**src/sv/aes_ram.sv**
```systemverilog
`default_nettype none
module aes_ram #(
  parameter int unsigned Width = 64,
  parameter int unsigned Depth = 30,
  localparam int unsigned AddrW = $clog2(Depth)
) (
  input  wire logic             clk_i,
  input  wire logic             we_i,
  input  wire logic [AddrW-1:0] waddr_i,
  input  wire logic [Width-1:0] wdata_i,
  input  wire logic [AddrW-1:0] raddr_i,
  output logic      [Width-1:0] rdata_o
);
  logic [Width-1:0] mem_q [Depth];

  always_ff @(posedge clk_i) begin
    if (we_i) mem_q[waddr_i] <= wdata_i;
    rdata_o <= mem_q[raddr_i];
  end
endmodule
`default_nettype wire

```
**config.mk**
```make
export PLATFORM = sky130hd
export DESIGN_NAME = aes_ram
export DESIGN_NICKNAME = d
export VERILOG_FILES = /design/src/sv/aes_ram.sv
export SDC_FILE = /design/constraint.sdc
export NUM_CORES = 2
export LEC_CHECK = 0
export BUFFER_PORTS_ARGS = -buffer_cell sky130_fd_sc_hd__buf_4
export CAP_MARGIN = 0
export CORE_ASPECT_RATIO = 0.7
export CORE_MARGIN = 8
export CORE_UTILIZATION = 38
export CTS_CLUSTER_SIZE = 12
export DETAILED_ROUTE_END_ITERATION = 7
export MAX_ROUTING_LAYER = met4
export PLACE_DENSITY = 0.61
export SYNTH_ARGS = -nofsm -noshare
export SYNTH_HDL_FRONTEND = slang
export SYNTH_SLANG_ARGS = --single-unit
```
**constraint.sdc**
```tcl
create_clock -name clk_i -period 5.5 [get_ports clk_i]
set_clock_uncertainty 0.15 [all_clocks]
set_input_delay 1.1 -clock clk_i [delete_from_list [all_inputs] [get_ports clk_i]]
set_output_delay 1.1 -clock clk_i [all_outputs]
set_load 0.02 [all_outputs]
```
==> metrics.txt <==
crit end category register; post-synthesis mux area share 0.137; CP arrival 3670 ps; Sum Neg Setup Slack 0 ps; synth-to-layout area growth 13.9%; post-CTS setup buffer count 0; worst skew pair latency 830 ps; Hold Buf Count CTS 0; drt first pass iters 7; Root Buffer clkbuf_16; drt initial violations 4,440; sequential share of power 0.554; Post-Syn Nets 3,725; hpwl dp 101 mm; adder-cell share of the synthesized area 0; CTS tree built; Num CTS Buffers 194; global-route wire length before repair 270 mm; Die Y 387 um; Rows 136; Multi-input gate area 15,100 um2; post_cts resized 0; Startpoint Class input pin; sequential share of the synthesized area 0.787; PD cells 358 nW/um2; Initial Util 0.382; CP Max Fanout 53; Comb pwr share 0.052; Max Root-Sink Buffers 4; die width 546 um; Yosys warning count 0; largest net degree at the start of global routing 66; Max IR drop VDD 0.284 mV; reg2reg setup slack 3580 ps; Worst R2R Path Depth 4; Synth area leaders edfxtp_1 (77%), mux4_2 (7.2%), mux2i_1 (5.3%); CTS clock-pin slew for the worst setup and hold paths 60 ps; utilization after layout 0.435; Synth Instances 3,649; WL per Instance 28.6 um; worst path required time 6040 ps; final hold vios 0; period utilization 0.569; gr ovfl total 0; Hold Crit Class register to register; Switching Power 6.44 mW; Internal 24.1 mW; most common cell in the netlist edfxtp_1; number of distinct library cells after synthesis 41; largest family of logic cells by synthesized area multiplexers; Slew Viols, Final 0; status complete, no violations; fin nets 3,973; total routed wirelength 190 mm; FF-to-FF Start mem_q[21][62]; Detail Route Antenna Nets 0; CP Class input pin to register; Die ar. 212,000 um2; Primary FF master, synth edfxtp_1; sequential cell area 58,900 um2; maximum clock frequency 0.320 GHz; Synth Area in Compound Gates 0.0360; area leader, netlist edfxtp_1; IO buf count 139; MaxCap Viol Count 0; Finish-stage setup viols 0; Least-Margin Pin Slew 1210 ps; vias in the first global route 36,200; reg2reg end rdata_o[62]; simple-gate share of the synthesized area 0.0236; EDFF count, synth 1,920; Core Area 196,000 um2; Post-Synth XOR/XNOR Area 0; Post-Synthesis Cell Area 74,900 um2; via count 36,800; filler cell count 16,800; IO Pins 140; Worst setup endpoint rdata_o[20]; #FFs+latches synth 1,984; Sw Share 0.211; Slew headroom 0.192; Clk pwr share 0.394; minimum clock period 3130 ps; Synth top cells by count edfxtp_1 (1,920), mux2i_1 (396), mux4_2 (239), a22oi_1 (148), nand2_1 (120); origin of the worst setup path raddr_i[3]; Vias/cell 5.53; Syn Area/Cell 20.5 um2; Sink Count 1,984; Leakage 27.6 nW; RePlAce Congestion 0.746; post-synth top area share 0.770; initial antenna violation count 12; GRT Util Overall 0.179; layout cell share with drive strength beyond 1 0.209; share of synthesized registers carrying an async set or reset 0; Max H-tree Level 4; RSZ-0062 raised after global routing false; drc violations 0
## per-layer routing
metal,global-route usage,vias to the layer above,share of wire
li1,-,15500,-
met1,0.256,19500,0.44
met2,0.265,1531,0.45
met3,0.0369,257,0.083
met4,0.0421,0,0.022
met5,-,-,0
## final cells by class
cell class                      count  area share
Clock buffer                      321      0.0638
Clock inverter                     10    0.000939
Sequential cell                  1984       0.691
Tap cell                         2622      0.0385
Antenna cell                        9    0.000264
Timing Repair Buffer              255      0.0279
Multi-Input combinational cell   1462       0.177
## how the worst min path moves through the flow
| stage | startpoint | end | slack (ps) | depth (start not counted) |
|---|---|---|---|---|
| 6_report | mem_q[3][25] | rdata_o[25] | 450 | 3 |
| 5_1_grt | mem_q[3][8] | rdata_o[8] | 480 | 3 |
| 4_1_cts | mem_q[3][25] | rdata_o[25] | 440 | 3 |
| 3_5_place_dp | mem_q[3][38] | rdata_o[38] | 440 | 3 |
| 3_3_place_gp | mem_q[2][23] | rdata_o[23] | 430 | 3 |
| 2_1_floorplan | mem_q[28][15] | rdata_o[15] | 410 | 4 |
## worst max-delay path, cell delays in order
cell	delay [ps]
buf_6	510
buf_4	460
buf_4	620
mux4_2	420
nor2_1	120
nor4_1	100
a311o_1	270
## placed cells by master, fill, tap and decap left out, types with 8 or more instances in the layout
| cell type | n |
|---|---|
| a21oi_1 | 36 |
| a22oi_1 | 148 |
| a21o_1 | 9 |
| nand3_1 | 35 |
| o22ai_1 | 52 |
| edfxtp_1 | 1920 |
| buf_12 | 35 |
| nor4_1 | 42 |
| nand4_1 | 11 |
| nand2_1 | 120 |
| nor2b_1 | 20 |
| nor3_1 | 9 |
| diode_2 | 9 |
| a211oi_1 | 19 |
| nand3b_1 | 8 |
| buf_4 | 216 |
| a22o_1 | 25 |
| o21ai_0 | 47 |
| mux4_2 | 239 |
| nor2_4 | 32 |
| mux2i_1 | 396 |
| dfxtp_1 | 64 |
| mux2_2 | 84 |
| a311o_1 | 25 |
| nor2_1 | 54 |
| o32ai_1 | 19 |
| clkbuf_1 | 120 |
| clkbuf_16 | 197 |
## kinds of logic (layout without fill, tap and decap cells)
| family | after synthesis | count (layout) |
|---|---|---|
| buffers and inverters | 203 | 586 |
| and+or+nand+nor | 363 | 363 |
| muxes | 719 | 719 |
| AOI/OAI and AO/OA | 380 | 380 |
| DFF | 1984 | 1984 |
| other | 0 | 9 |
## power by group through the flow
stage	registers [mW]	logic [mW]	clock network, mW
2_1_floorplan	17.3	0.801	0
3_3_place_gp	17.2	1.57	0
3_5_place_dp	17.2	1.59	0
4_1_cts	16.9	1.60	12.3
5_1_grt	16.9	1.68	12.8
6_report	16.9	1.58	12.0
## state kept, by name, summed over array words and instances (netlist names)
name and flops:
mem_q 1920, rdata_o 64
## through the flow
| step | instance area, um2 | hold WS (ps) | worst slack, ps | instances | power [mW] |
|---|---|---|---|---|---|
| after floorplan | 74900 | 407 | 428 | 3649 | 18.1 |
| after global placement | 79700 | 428 | 1550 | 6323 | 18.8 |
| after detailed placement | 79700 | 440 | 1540 | 6323 | 18.8 |
| after CTS | 85200 | 439 | 2370 | 6654 | 30.8 |
| after global routing | 85200 | 478 | 2280 | 6663 | 31.4 |
| final | 85200 | 452 | 2370 | 6663 | 30.5 |
Note: power is estimated with default switching activity, not from simulation.
